File: config.mk
export PLATFORM = sky130hd
export DESIGN_NAME = char_lcd_nibble_write_sequencer_unit
export DESIGN_NICKNAME = d
export VERILOG_FILES = /design/src/sv/clnws_pkg.sv /design/src/sv/clnws_front.sv /design/src/sv/clnws_queue.sv /design/src/sv/clnws_back.sv /design/src/sv/char_lcd_nibble_write_sequencer_unit.sv
export VERILOG_INCLUDE_DIRS = /design/src /design/src/sv
export SDC_FILE = /design/constraint.sdc
export NUM_CORES = 1
export LEC_CHECK = 0
export ABC_AREA = 1
export BUFFER_PORTS_ARGS = -buffer_cell sky130_fd_sc_hd__buf_2
export CAP_MARGIN = 10
export CORE_ASPECT_RATIO = 1.1
export CORE_MARGIN = 1
export CORE_UTILIZATION = 49
export DETAILED_ROUTE_END_ITERATION = 7
export GPL_TIMING_DRIVEN = 0
export PLACE_DENSITY = 0.66
export SLEW_MARGIN = 20
export SYNTH_ARGS = -nofsm -noshare
export SYNTH_HDL_FRONTEND = slang
export SYNTH_SLANG_ARGS = --single-unit
File: constraint.sdc
create_clock -name i_clk -period 7.63 [get_ports i_clk]
set_input_delay 1.1445 -clock i_clk [delete_from_list [all_inputs] [get_ports i_clk]]
set_output_delay 1.1445 -clock i_clk [all_outputs]
set_load 0.1 [all_outputs]
File: src/sv/char_lcd_nibble_write_sequencer_unit_assert.svh
// ----------------------------------------------------------------------------
// Assertion macros for the character LCD nibble write sequencer
// Shared concurrent check forms, clocked and disabled while in reset.
// ----------------------------------------------------------------------------
`ifndef CHAR_LCD_NIBBLE_WRITE_SEQUENCER_UNIT_ASSERT_SVH
`define CHAR_LCD_NIBBLE_WRITE_SEQUENCER_UNIT_ASSERT_SVH

// The property must hold at every clock edge outside reset.
`define CLNWS_ASSERT(lbl, clk, rst_n, prop) \
    lbl: assert property (@(posedge clk) disable iff (!rst_n) (prop)) \
        else $error("clnws check failed");

// The condition must never be seen at a clock edge outside reset.
`define CLNWS_NEVER(lbl, clk, rst_n, cond) \
    lbl: assert property (@(posedge clk) disable iff (!rst_n) !(cond)) \
        else $error("clnws forbidden condition seen");

`endif

File: src/sv/clnws_pkg.sv
// ----------------------------------------------------------------------------
// clnws_pkg
// Types, codes and constants shared by the LCD nibble write sequencer.
// ----------------------------------------------------------------------------
package clnws_pkg;

    localparam int MAX_DIGITS = 5;
    localparam int DIG_IDX_W  = (MAX_DIGITS > 1) ? $clog2(MAX_DIGITS) : 1;

    localparam int HOLD_W = 6;
    localparam logic [HOLD_W-1:0] HOLD_STROBE   = 6'd2;
    localparam logic [HOLD_W-1:0] HOLD_CMD_TAIL = 6'd7;
    localparam logic [HOLD_W-1:0] HOLD_LONG     = 6'd9;
    localparam logic [HOLD_W-1:0] HOLD_POWER_UP = 6'd45;

    localparam logic [7:0] LINE0_BASE   = 8'h80;
    localparam logic [7:0] LINE1_BASE   = 8'hC0;
    localparam logic [7:0] CMD_CLEAR    = 8'h01;
    localparam logic [3:0] ASCII_DIGIT_HI = 4'h3;

    localparam int INIT_LEN = 6;
    localparam logic [7:0] INIT_SEQ [INIT_LEN] = '{8'h33, 8'h32, 8'h28, 8'h0C, 8'h06, 8'h01};

    // Reciprocal of ten for 16-bit dividends: q = (v * RECIP10) >> RECIP_SHIFT.
    localparam logic [15:0] RECIP10     = 16'hCCCD;
    localparam int          RECIP_SHIFT = 19;

    localparam int Q_DEPTH = 4;
    localparam int Q_PTR_W = $clog2(Q_DEPTH);
    localparam int Q_CNT_W = $clog2(Q_DEPTH + 1);

    typedef enum logic [2:0] {
        OP_CMD    = 3'd0,
        OP_CHAR   = 3'd1,
        OP_NUMBER = 3'd2,
        OP_SETPOS = 3'd3,
        OP_CLEAR  = 3'd4,
        OP_INIT   = 3'd5
    } t_opcode;

    typedef enum logic [1:0] {
        FS_IDLE,
        FS_CONV,
        FS_DIGITS,
        FS_INIT
    } t_front_state;

    // One queued job: either a byte to strobe out in four phases, or the
    // single power-up wait phase.
    typedef struct packed {
        logic              wait_ph;
        logic [7:0]        data;
        logic              rs;
        logic [HOLD_W-1:0] tail_hold;
        logic              last;
    } t_job;

    typedef struct packed {
        logic full;
        logic empty;
    } t_q_status;

    function automatic t_job mk_job(input logic [7:0] data, input logic rs,
                                    input logic [HOLD_W-1:0] tail_hold,
                                    input logic last);
        t_job j;
        j.wait_ph   = 1'b0;
        j.data      = data;
        j.rs        = rs;
        j.tail_hold = tail_hold;
        j.last      = last;
        return j;
    endfunction

endpackage

File: src/sv/clnws_front.sv
// ----------------------------------------------------------------------------
// clnws_front
// Accepts requests, decodes them and pushes byte jobs into the queue.
// ----------------------------------------------------------------------------
module clnws_front
    import clnws_pkg::*;
(
    input  logic        i_clk,
    input  logic        i_rst_n,
    input  logic        i_in_valid,
    output logic        o_in_stall,
    input  logic [2:0]  i_opcode,
    input  logic [15:0] i_value,
    input  logic [1:0]  i_row,
    input  logic [5:0]  i_column,
    input  t_q_status   i_q_status,
    output logic        o_push,
    output t_job        o_job
);

    t_front_state r_state, n_state;
    logic [15:0]          r_val;
    logic [DIG_IDX_W-1:0] r_cnt;
    logic [DIG_IDX_W-1:0] r_idx;
    logic [2:0]           r_init_idx;
    logic [3:0]           r_digits [MAX_DIGITS];

    logic        accept;
    logic [31:0] prod;
    logic [12:0] quot;
    logic [15:0] rem;
    logic        conv_done;
    t_job        wait_job;

    // Divide by ten: reciprocal multiply, then the remainder by shift-add.
    assign prod      = r_val * RECIP10;
    assign quot      = prod[31:RECIP_SHIFT];
    assign rem       = r_val - ({quot, 3'b000} + {2'b00, quot, 1'b0});
    assign conv_done = (quot == 13'd0) || (r_cnt == DIG_IDX_W'(MAX_DIGITS - 1));

    always_comb begin
        wait_job           = '0;
        wait_job.wait_ph   = 1'b1;
        wait_job.tail_hold = HOLD_POWER_UP;
    end

    always_comb begin
        n_state    = r_state;
        o_push     = 1'b0;
        o_job      = '0;
        o_in_stall = (r_state != FS_IDLE) || i_q_status.full;
        accept     = i_in_valid && !o_in_stall;
        case (r_state)
            FS_IDLE: begin
                if (accept) begin
                    case (i_opcode)
                        OP_CMD: begin
                            o_push = 1'b1;
                            o_job  = mk_job(i_value[7:0], 1'b0, HOLD_CMD_TAIL, 1'b1);
                        end
                        OP_CHAR: begin
                            o_push = 1'b1;
                            o_job  = mk_job(i_value[7:0], 1'b1, HOLD_STROBE, 1'b1);
                        end
                        OP_NUMBER: begin
                            n_state = FS_CONV;
                        end
                        OP_SETPOS: begin
                            if (i_row == 2'd0) begin
                                o_push = 1'b1;
                                o_job  = mk_job(LINE0_BASE + {2'b00, i_column}, 1'b0,
                                                HOLD_CMD_TAIL, 1'b1);
                            end else if (i_row == 2'd1) begin
                                o_push = 1'b1;
                                o_job  = mk_job(LINE1_BASE + {2'b00, i_column}, 1'b0,
                                                HOLD_CMD_TAIL, 1'b1);
                            end
                        end
                        OP_CLEAR: begin
                            o_push = 1'b1;
                            o_job  = mk_job(CMD_CLEAR, 1'b0, HOLD_LONG, 1'b1);
                        end
                        OP_INIT: begin
                            o_push  = 1'b1;
                            o_job   = wait_job;
                            n_state = FS_INIT;
                        end
                        default: begin
                        end
                    endcase
                end
            end
            FS_CONV: begin
                if (conv_done) begin
                    n_state = FS_DIGITS;
                end
            end
            FS_DIGITS: begin
                if (!i_q_status.full) begin
                    o_push = 1'b1;
                    o_job  = mk_job({ASCII_DIGIT_HI, r_digits[r_idx]}, 1'b1, HOLD_STROBE,
                                    r_idx == '0);
                    if (r_idx == '0) begin
                        n_state = FS_IDLE;
                    end
                end
            end
            FS_INIT: begin
                if (!i_q_status.full) begin
                    o_push = 1'b1;
                    o_job  = mk_job(INIT_SEQ[r_init_idx], 1'b0, HOLD_LONG,
                                    r_init_idx == 3'(INIT_LEN - 1));
                    if (r_init_idx == 3'(INIT_LEN - 1)) begin
                        n_state = FS_IDLE;
                    end
                end
            end
            default: begin
                n_state = FS_IDLE;
            end
        endcase
    end

    always_ff @(posedge i_clk) begin
        if (!i_rst_n) begin
            r_state <= FS_IDLE;
        end else begin
            r_state <= n_state;
        end
    end

    always_ff @(posedge i_clk) begin
        case (r_state)
            FS_IDLE: begin
                r_val      <= i_value;
                r_cnt      <= '0;
                r_init_idx <= '0;
            end
            FS_CONV: begin
                r_digits[r_cnt] <= rem[3:0];
                r_val           <= {3'b000, quot};
                r_cnt           <= r_cnt + 1'b1;
                r_idx           <= r_cnt;
            end
            FS_DIGITS: begin
                if (o_push) begin
                    r_idx <= r_idx - 1'b1;
                end
            end
            FS_INIT: begin
                if (o_push) begin
                    r_init_idx <= r_init_idx + 1'b1;
                end
            end
            default: begin
            end
        endcase
    end

endmodule

File: src/sv/clnws_queue.sv
// ----------------------------------------------------------------------------
// clnws_queue
// Short job queue between the request decoder and the phase generator.
// ----------------------------------------------------------------------------
module clnws_queue
    import clnws_pkg::*;
(
    input  logic      i_clk,
    input  logic      i_rst_n,
    input  logic      i_push,
    input  t_job      i_job,
    input  logic      i_pop,
    output t_job      o_head,
    output t_q_status o_status
);

`include "char_lcd_nibble_write_sequencer_unit_assert.svh"

    t_job               r_mem [Q_DEPTH];
    logic [Q_PTR_W-1:0] r_wptr;
    logic [Q_PTR_W-1:0] r_rptr;
    logic [Q_CNT_W-1:0] r_count;

    assign o_status.full  = (r_count == Q_CNT_W'(Q_DEPTH));
    assign o_status.empty = (r_count == '0);
    assign o_head         = r_mem[r_rptr];

    always_ff @(posedge i_clk) begin
        if (i_push) begin
            r_mem[r_wptr] <= i_job;
        end
    end

    always_ff @(posedge i_clk) begin
        if (!i_rst_n) begin
            r_wptr  <= '0;
            r_rptr  <= '0;
            r_count <= '0;
        end else begin
            if (i_push) begin
                r_wptr <= r_wptr + 1'b1;
            end
            if (i_pop) begin
                r_rptr <= r_rptr + 1'b1;
            end
            case ({i_push, i_pop})
                2'b10:   r_count <= r_count + 1'b1;
                2'b01:   r_count <= r_count - 1'b1;
                default: r_count <= r_count;
            endcase
        end
    end

    `CLNWS_NEVER(a_no_push_full, i_clk, i_rst_n, i_push && o_status.full)
    `CLNWS_NEVER(a_no_pop_empty, i_clk, i_rst_n, i_pop && o_status.empty)
    `CLNWS_ASSERT(a_count_bound, i_clk, i_rst_n, r_count <= Q_CNT_W'(Q_DEPTH))

endmodule

File: src/sv/clnws_back.sv
// ----------------------------------------------------------------------------
// clnws_back
// Expands queued jobs into pin phases and holds them in the output register.
// ----------------------------------------------------------------------------
module clnws_back
    import clnws_pkg::*;
(
    input  logic              i_clk,
    input  logic              i_rst_n,
    input  t_job              i_head,
    input  t_q_status         i_q_status,
    output logic              o_pop,
    output logic              o_out_valid,
    input  logic              i_out_stall,
    output logic [3:0]        o_data_nibble,
    output logic              o_register_select,
    output logic              o_read_write,
    output logic              o_enable,
    output logic [HOLD_W-1:0] o_hold_ms,
    output logic              o_last
);

    logic [1:0]        r_phase;
    logic              r_valid;
    logic [3:0]        r_nibble;
    logic              r_rs;
    logic              r_en;
    logic [HOLD_W-1:0] r_hold;
    logic              r_last;

    logic              load;
    logic              final_ph;
    logic [3:0]        n_nibble;
    logic              n_en;
    logic [HOLD_W-1:0] n_hold;

    assign load     = !i_q_status.empty && (!r_valid || !i_out_stall);
    assign final_ph = i_head.wait_ph || (r_phase == 2'd3);
    assign o_pop    = load && final_ph;

    // Phases 0 and 1 carry the high nibble, 2 and 3 the low one; enable
    // is high on the even phases.
    always_comb begin
        if (i_head.wait_ph) begin
            n_nibble = 4'h0;
            n_en     = 1'b0;
            n_hold   = i_head.tail_hold;
        end else begin
            n_nibble = r_phase[1] ? i_head.data[3:0] : i_head.data[7:4];
            n_en     = ~r_phase[0];
            n_hold   = (r_phase == 2'd3) ? i_head.tail_hold : HOLD_STROBE;
        end
    end

    always_ff @(posedge i_clk) begin
        if (!i_rst_n) begin
            r_valid <= 1'b0;
            r_phase <= '0;
        end else begin
            if (load) begin
                r_valid <= 1'b1;
                r_phase <= final_ph ? 2'd0 : r_phase + 2'd1;
            end else if (!i_out_stall) begin
                r_valid <= 1'b0;
            end
        end
    end

    always_ff @(posedge i_clk) begin
        if (load) begin
            r_nibble <= n_nibble;
            r_rs     <= i_head.rs && !i_head.wait_ph;
            r_en     <= n_en;
            r_hold   <= n_hold;
            r_last   <= final_ph && i_head.last;
        end
    end

    assign o_out_valid       = r_valid;
    assign o_data_nibble     = r_nibble;
    assign o_register_select = r_rs;
    assign o_read_write      = 1'b0;
    assign o_enable          = r_en;
    assign o_hold_ms         = r_hold;
    assign o_last            = r_last;

endmodule

File: src/sv/char_lcd_nibble_write_sequencer_unit.sv
// A taken request is decoded into the job queue, and its phases are then loaded
// into the output phase register; a number first runs the divide-by-ten loop,
// one decimal digit per pass, before its digit pushes start. Throughput: one
// phase per cycle while a job is queued and the output is not stalled. A new item
// is taken in any cycle that the front end is idle and the job queue has room.
// Reset (synchronous, active low) empties the queue and the output register.
// ----------------------------------------------------------------------------
// char_lcd_nibble_write_sequencer_unit
// Turns LCD requests into 4-bit bus pin phases with their hold times.
// ----------------------------------------------------------------------------
module char_lcd_nibble_write_sequencer_unit
    import clnws_pkg::*;
(
    input  logic        i_clk,
    input  logic        i_rst_n,
    input  logic        i_in_valid,
    output logic        o_in_stall,
    input  logic [2:0]  i_opcode,
    input  logic [15:0] i_value,
    input  logic [1:0]  i_row,
    input  logic [5:0]  i_column,
    output logic        o_out_valid,
    input  logic        i_out_stall,
    output logic [3:0]  o_data_nibble,
    output logic        o_register_select,
    output logic        o_read_write,
    output logic        o_enable,
    output logic [5:0]  o_hold_ms,
    output logic        o_last
);

    // The front end decodes each item into byte jobs. Simple requests become
    // one job in the cycle they are taken, though a position on row 2 or 3 and
    // an unknown opcode push none. A number is first split into decimal digits,
    // least significant first, and the digits are then pushed most significant
    // first. Init pushes the power-up wait followed by the six setup commands.
    t_job      push_job;
    logic      push;
    t_job      head_job;
    t_q_status q_status;
    logic      pop;

    clnws_front u_front (
        .i_clk      (i_clk),
        .i_rst_n    (i_rst_n),
        .i_in_valid (i_in_valid),
        .o_in_stall (o_in_stall),
        .i_opcode   (i_opcode),
        .i_value    (i_value),
        .i_row      (i_row),
        .i_column   (i_column),
        .i_q_status (q_status),
        .o_push     (push),
        .o_job      (push_job)
    );

    // The queue lets the decoder run ahead of the phase generator, so the
    // next item is taken while the current one is still being strobed out.
    clnws_queue u_queue (
        .i_clk    (i_clk),
        .i_rst_n  (i_rst_n),
        .i_push   (push),
        .i_job    (push_job),
        .i_pop    (pop),
        .o_head   (head_job),
        .o_status (q_status)
    );

    // The back end walks each byte job through its four phases, and the
    // wait job through its single phase, into a registered output stage.
    clnws_back u_back (
        .i_clk             (i_clk),
        .i_rst_n           (i_rst_n),
        .i_head            (head_job),
        .i_q_status        (q_status),
        .o_pop             (pop),
        .o_out_valid       (o_out_valid),
        .i_out_stall       (i_out_stall),
        .o_data_nibble     (o_data_nibble),
        .o_register_select (o_register_select),
        .o_read_write      (o_read_write),
        .o_enable          (o_enable),
        .o_hold_ms         (o_hold_ms),
        .o_last            (o_last)
    );

endmodule
==> results of run 1 <==
-- final cells by class --
type,count,area (um2)
clock inverters,14,138
well taps,300,375
clock buffers,18,429
plain buffers,16,68.8
multi-input cells,836,6380
repair buffers,46,260
fillers,2124,10200
flip-flops and latches,134,3850
inverters,319,1200
-- cell usage in the layout, fill, tap and decap left out, types with 2 or more instances in the layout --
| cell | instances |
|---|---|
| a21oi_1 | 26 |
| a21oi_2 | 5 |
| a22oi_1 | 5 |
| a31oi_1 | 14 |
| buf_2 | 43 |
| buf_4 | 2 |
| buf_8 | 3 |
| clkbuf_1 | 14 |
| clkbuf_16 | 17 |
| clkinv_2 | 3 |
| clkinvlp_4 | 3 |
| conb_1 | 2 |
| dfxtp_1 | 17 |
| edfxtp_1 | 117 |
| fa_1 | 81 |
| ha_1 | 148 |
| inv_1 | 308 |
| inv_2 | 9 |
| inv_6 | 6 |
| inv_8 | 2 |
| nand2_1 | 227 |
| nand2_2 | 13 |
| nand3_1 | 32 |
| nand3_2 | 4 |
| nand4_1 | 5 |
| nor2_1 | 121 |
| nor2_2 | 13 |
| nor2_4 | 8 |
| nor3_1 | 9 |
| nor3_2 | 3 |
| o211ai_1 | 2 |
| o21ai_0 | 73 |
| o221ai_1 | 5 |
| o22ai_1 | 13 |
| xnor2_1 | 11 |
| xor2_1 | 5 |
-- layer usage --
| metal | vias to the layer above | GRT usage |
|---|---|---|
| met2 | 239 | 0.415 |
| met4 | 0 | 0.0970 |
| met1 | 3914 | 0.294 |
| met5 | - | 0 |
| met3 | 53 | 0.0431 |
| li1 | 4266 | - |
-- worst max path at each step --
stage | slack [ns] | endpoint | startpoint
floorplan | 2.37 | u_front.r_digits[0][3] | u_front.r_val[6]
global placement | 1.72 | u_front.r_digits[1][3] | u_front.r_val[3]
detailed placement | 1.70 | u_front.r_digits[0][3] | u_front.r_val[3]
CTS | 1.64 | u_front.r_digits[4][3] | u_front.r_val[3]
global route | 1.41 | u_front.r_digits[4][3] | u_front.r_val[0]
finish | 1.63 | u_front.r_digits[4][3] | u_front.r_val[2]
-- logic make-up after synthesis --
kind of cell / after synthesis / share of synthesized area
AND/OR/NAND/NOR: 438 / 0.164
buffers and inverters: 335 / 0.110
adder cells (fa/ha/maj): 229 / 0.302
AO/OA/AOI/OAI: 151 / 0.0752
flip-flops: 134 / 0.336
XOR/XNOR: 16 / 0.0122
other: 1 / 0.000327
-- state kept, by name, summed over array words and instances, names as in the netlist, 3 cells and up, named ones only --
name / cells
u_queue.r_count: 3
u_front.r_digits: 20
u_front.r_idx: 3
u_front.r_val: 16
u_front.r_init_idx: 3
u_front.r_cnt: 3
u_queue.r_mem: 60
u_back.o_data_nibble: 4
u_back.o_hold_ms: 5
-- critical path, stage by stage (launching register included) --
cell,delay [ns]
edfxtp_1,0.56
ha_1,0.44
inv_1,0.07
fa_1,0.48
inv_1,0.05
fa_1,0.53
fa_1,0.44
fa_1,0.50
inv_1,0.05
fa_1,0.51
inv_1,0.05
ha_1,0.33
nand2_1,0.12
inv_1,0.09
nand2_4,0.10
inv_1,0.06
a21oi_2,0.18
nand3_1,0.10
nand2_1,0.13
inv_1,0.06
ha_1,0.19
xor2_1,0.18
xor2_1,0.24
xnor2_1,0.14
inv_1,0.11
-- metrics by stage --
stage          area [um2]   util
2_1_floorplan       11500      -
3_3_place_gp        12100  0.527
3_5_place_dp        12100  0.529
4_1_cts             12700  0.554
5_1_grt             12700  0.554
6_report            12700  0.554
==> summary.txt, run 1 <==
Synthesis
  • Ys Warns: 0
  • EDFF count, synth: 117
  • Synth top area cells: edfxtp_1 31%, ha_1 16%, fa_1 14%
  • Seq cells post-synth: 134
  • Count leader, synth: inv_1
  • Ys async rst share: 0
  • Post-Syn Instances: 1304
  • Ys flop type: edfxtp_1
  • Synth top cells by count: 308 x inv_1, 227 x nand2_1, 148 x ha_1
  • Netlist Area Pre-Place: 11500 um2
  • Synth area leader: edfxtp_1
  • Sequential area share after synthesis: 0.336
  • Avg Cell Area, Syn: 8.81 um2
  • Share of the synthesized area in the top cell type: 0.306
  • Post-synth cell types: 43

Route
  • Routed wl met2: 12900 um
  • Routed met1 length: 11400 um
  • Average wire per standard cell: 15.9 um
  • Met3 wire len: 1460 um
  • Final ANT Viol Nets: 0
  • Initial drt markers: 567
  • Routed Wire Length: 26700 um
  • Top sig layer: met4
  • Total number of vias: 8472
  • Residual DRC: 0
  • Via density per instance: 5.03
  • Pre-Repair DR Iteration Count: 7

Worst setup path
  • Crit start category: flop
  • Arr. time, crit path: 6.15 ns
  • R2R depth: 24
  • Reg2reg setup slack: 1.63 ns
  • Reg2reg start: u_front.r_val[2]
  • Crit path capture type: flop
  • Worst reg2reg path endpoint: u_front.r_digits[4][3]
  • Worst Path Required: 7.79 ns
  • Critical setup path kind: reg -> reg
  • Worst-path fanout max: 6

STA
  • Minimum clock period: 6.00 ns
  • Worst Max-Slew Pin Slew: 1.04 ns
  • Max Freq: 167 MHz
  • Clock skew: 0.0132 ns
  • Final worst slack: 1.63 ns
  • Final period util: 0.786
  • Slew HR: 0.309
  • Setup_tns: 0 ns
  • RSZ-0062 raised after global routing: no
  • Slew Viols, Final: 0
  • Final count of hold timing violations: 0
  • Final Hold Slack: 0.470 ns
  • Final setup viols: 0

Clocking
  • H-tree levels: 4
  • Maximum clock insertion buffer count: 2
  • Post-CTS setup buffers: 0
  • Post-cts sizing count: 0
  • CTS sink count: 134
  • CTS Buf Count: 17
  • CTS tree: done
  • Clock transition at path regs: 0.07 ns
  • Worst-Skew Late Latency: 0.43 ns
  • Clock Tree Root: clkbuf_16
  • CTS Hold Bufs: 0

Worst hold path
  • Critical hold path startpoint: u_queue.r_rptr[1]
  • Worst hold endpoint: u_queue.r_rptr[1]
  • Worst hold path stage count: 2
  • Worst hold path class: reg -> reg

Die
  • Starting Density: 0.501
  • Die area: 24100 um2
  • Die X: 148 um
  • Chip height: 163 um
  • Core footprint: 22900 um2
  • Row Count: 58
  • Num ports: 47

Global routing
  • Global-route wire length before repair: 43600 um
  • Global-route usage over all layers: 0.239
  • Vias in the first global route: 8613
  • Largest net degree at the start of global routing: 22
  • Initial antenna violation count: 0
  • GR Overflow Total: 0

Place
  • RD Place Congestion: 0.977
  • Place WS: 1.70 ns
  • DPL Wire Length: 22100 um
  • I/O Buffers: 43
  • Placed Cells: 1651

Cells and area
  • Non-filler instance count after layout: 1683
  • Area grow syn2layout: 10.6%
  • NumNets Final: 1630
  • Layout cells sized above 1: 0.0998
  • N_diodes: 0

Run
  • MaxCap Viol Count: 0

Status
  • Status: finished clean
Power of run 1 is left out: the tool's default activity adds up to more than one toggle a clock period on the data nets, which glitch-free logic cannot reach.
==> inputs of run 2 (changes only) <==
ABC_AREA = 0   (was 1)
PLACE_DENSITY = 0.68   (was 0.66)
clock period = 5.11 ns   (was 7.63 ns; I/O delays follow)
==> summary.txt, run 2 <==
Synthesis
  • Synth area leader: edfxtp_1 (unchanged)
  • Seq cells post-synth: 134 (unchanged)
  • Ys flop type: edfxtp_1 (unchanged)
  • Post-Syn Instances: 964 (was 1304)
  • Synth top area cells: edfxtp_1 33%, ha_1 17%, fa_1 15% (was edfxtp_1 31%, ha_1 16%, fa_1 14%)
  • Synth top cells by count: 189 x inv_1, 148 x ha_1, 117 x edfxtp_1 (was 308 x inv_1, 227 x nand2_1, 148 x ha_1)
  • Avg Cell Area, Syn: 11.1 um2 (was 8.81 um2)
  • Post-synth cell types: 59 (was 43)
  • Count leader, synth: inv_1 (unchanged)
  • Share of the synthesized area in the top cell type: 0.327 (was 0.306)
  • Netlist Area Pre-Place: 10700 um2 (was 11500 um2)
  • Ys Warns: 0 (unchanged)
  • Sequential area share after synthesis: 0.359 (was 0.336)
  • EDFF count, synth: 117 (unchanged)
  • Ys async rst share: 0 (unchanged)

Die
  • Die X: 143 um (was 148 um)
  • Row Count: 56 (was 58)
  • Core footprint: 21400 um2 (was 22900 um2)
  • Chip height: 157 um (was 163 um)
  • Die area: 22500 um2 (was 24100 um2)
  • Num ports: 47 (unchanged)
  • Starting Density: 0.502 (was 0.501)

Cells and area
  • Largest registers: u_queue.r_mem (60), u_front.r_digits (20), u_front.r_val (16) (unchanged)
  • Max reg flops: 60 (unchanged)
  • N_diodes: 0 (unchanged)
  • NumNets Final: 1359 (was 1630)
  • FILL cells: 1600 (was 2124)
  • Most common cell after layout, fill and taps aside: inv_1 (unchanged)
  • Layout cells sized above 1: 0.254 (was 0.0998)
  • Area grow syn2layout: 24.0% (was 10.6%)
  • Most frequent cells in the layout: 178 x inv_1, 121 x ha_1, 117 x edfxtp_1, 78 x fa_1 (was 308 x inv_1, 227 x nand2_1, 148 x ha_1, 121 x nor2_1, 117 x edfxtp_1)
  • Most flops, register: u_queue.r_mem (unchanged)

Worst setup path
  • Critical setup path kind: reg -> reg (unchanged)
  • Reg2reg start: u_front.r_val[7] (was u_front.r_val[2])
  • Arr. time, crit path: 6.48 ns (was 6.15 ns)
  • Crit path max-delay family: adder cells (unchanged)
  • Crit-path cells: ha_4, inv_4, fa_1, inv_2, fa_1, fa_1, fa_1, inv_1, fa_1, inv_2, ha_4, nand4_1, buf_4, a211oi_4, a211oi_2, a21boi_2, xnor2_2, or4b_4, nor4b_4, and4b_1, nor3_1 (was ha_1, inv_1, fa_1, inv_1, fa_1, fa_1, fa_1, inv_1, fa_1, inv_1, ha_1, nand2_1, inv_1, nand2_4, inv_1, a21oi_2, nand3_1, nand2_1, inv_1, ha_1, xor2_1, xor2_1, xnor2_1, inv_1)
  • Worst Path Required: 5.42 ns (was 7.79 ns)
  • Crit path largest cell delay: 0.55 ns (was 0.56 ns)
  • R2R depth: 21 (was 24)
  • Crit path capture type: flop (unchanged)
  • Worst path most repeated cell: fa_1 (was inv_1)
  • Reg2reg setup slack: -1.06 ns (was 1.63 ns)
  • Crit start category: flop (unchanged)
  • Critical path's slowest cell: fa_1 (was edfxtp_1)
  • Buf/Inv on CP: 5 (was 8)
  • Critical Path Stages: 21 (was 24)
  • Worst-path fanout max: 3 (was 6)
  • Worst reg2reg path endpoint: u_front.r_state[0] (was u_front.r_digits[4][3])

Clocking
  • CTS Buf Count: 17 (unchanged)
  • H-tree levels: 4 (unchanged)
  • Clock transition at path regs: 0.07 ns (about the same)
  • CTS sink count: 134 (unchanged)
  • Maximum clock insertion buffer count: 2 (unchanged)
  • CTS tree: done (unchanged)
  • Worst-Skew Late Latency: 0.43 ns (about the same)
  • Clock Tree Root: clkbuf_16 (unchanged)

Worst hold path
  • Worst hold endpoint: u_back.o_out_valid (was u_queue.r_rptr[1])
  • Worst hold path stage count: 2 (unchanged)
  • Critical hold path startpoint: u_back.o_out_valid (was u_queue.r_rptr[1])
  • Worst hold path class: reg -> reg (unchanged)

Route
  • Total number of vias: 7646 (was 8472)
  • Initial drt markers: 545 (was 567)
  • Average wire per standard cell: 18.5 um (was 15.9 um)
  • Via density per instance: 5.45 (was 5.03)
  • Pre-Repair DR Iteration Count: 5 (was 7)
  • Residual DRC: 0 (unchanged)
  • Routed Wire Length: 25900 um (was 26700 um)
  • Final ANT Viol Nets: 0 (unchanged)

STA
  • Minimum clock period: 6.17 ns (was 6.00 ns)
  • Slew HR: 0.379 (was 0.309)
  • Final count of hold timing violations: 0 (unchanged)
  • RSZ-0062 raised after global routing: yes (was no)
  • Final worst slack: -1.06 ns (was 1.63 ns)
  • Setup_tns: -13.20 ns (was 0 ns)
  • Final setup viols: 30 (was 0)
  • Worst Max-Slew Pin Slew: 0.931 ns (was 1.04 ns)
  • Final period util: 1.21 (was 0.786)
  • Clock skew: 0.00968 ns (was 0.0132 ns)
  • Slew Viols, Final: 0 (unchanged)
  • Max Freq: 162 MHz (was 167 MHz)

Global routing
  • Vias in the first global route: 7966 (was 8613)
  • Largest net degree at the start of global routing: 22 (unchanged)
  • Initial antenna violation count: 0 (unchanged)
  • Global-route wire length before repair: 40300 um (was 43600 um)
  • GR Overflow Total: 0 (unchanged)
  • Global-route usage over all layers: 0.240 (was 0.239)

Place
  • DPL Wire Length: 18700 um (was 22100 um)
  • I/O Buffers: 43 (unchanged)
  • RD Place Congestion: 0.916 (was 0.977)

Run
  • MaxCap Viol Count: 0 (unchanged)

Status
  • Status: complete, but fails checks (was finished clean)
  • Failing checks: setup timing
[run 2: changes by cell type after synthesis, moves of 13 or more]
cell     delta
nand3_1    -21
nand2_2    -13
a21oi_1    +14
inv_1     -119
nor2b_1    +17
nor2_1     -81
nand2_1   -162
o21ai_0    -35
mux4_2     +19
[run 2: final cells by class]
type	count	area [um2]	area share
multi-input combinational	622	6860	0.515
sequential	134	3850	0.290
timing repair buffer	115	820	0.0616
inverter	190	718	0.0540
clock buffer	17	425	0.0320
tap	290	363	0.0273
clock inverter	15	180	0.0135
buffer	19	90.1	0.00677
[run 2: worst max-delay path by stage]
stage | start | slack (ns) | end
6_report | u_front.r_val[7] | -1.06 | u_front.r_state[0]
5_1_grt | u_front.r_val[7] | -1.18 | u_front.r_state[0]
4_1_cts | u_front.r_val[7] | -0.83 | u_front.r_state[0]
3_5_place_dp | u_front.r_val[7] | -1.23 | u_front.r_state[0]
3_3_place_gp | u_front.r_val[7] | -1.26 | u_front.r_state[0]
2_1_floorplan | u_front.r_val[7] | -0.39 | u_front.r_state[0]
[run 2: tightest hold or removal path: stages, from the launching register on]
cell and delay (ns):
dfxtp_1 0.32, nand2_1 0.06, a21oi_1 0.05
[run 2: cell families (layout without fill, tap and decap cells)]
group / count (synthesis) / in the layout / share of synthesized area
AND/OR/NAND/NOR: 186 / 186 / 0.0821
flip-flops: 134 / 134 / 0.359
multiplexers: 33 / 33 / 0.0532
buffers and inverters: 209 / 356 / 0.0738
AO/OA/AOI/OAI: 144 / 144 / 0.0843
adder cells (fa/ha/maj): 229 / 229 / 0.324
other: 1 / 2 / 0.000349
XOR/XNOR: 28 / 28 / 0.0236
[run 2: layer usage]
metal  global-route usage  wire length [um]  share of wire
met1                0.286             10600           0.41
met2                0.417             13000           0.50
met3               0.0420              1080          0.042
met4                0.118              1210          0.047
met5                    0                 0              0
[run 2: stage by stage]
stage          utilization  cells  area [um2]  setup slack (ns)  hold WS, ns
6_report             0.623   1402       13300             -1.06        0.477
3_3_place_gp         0.537   1298       11500             -1.26        0.456
3_5_place_dp         0.539   1302       11500             -1.23        0.469
2_1_floorplan            -    965       10900            -0.388        0.467
4_1_cts              0.599   1383       12800            -0.829        0.478
5_1_grt              0.623   1402       13300             -1.18        0.511
[run 2: timing repair]
action | 4_1_cts | 5_1_grt
endpoints found under the setup margin | 30 | 30
pin swaps | 31 | 31
hold buffers | 0 | 0
setup buffers | 49 | 19
gates resized for setup | 66 | 69
Power of run 2 is left out for the same reason.
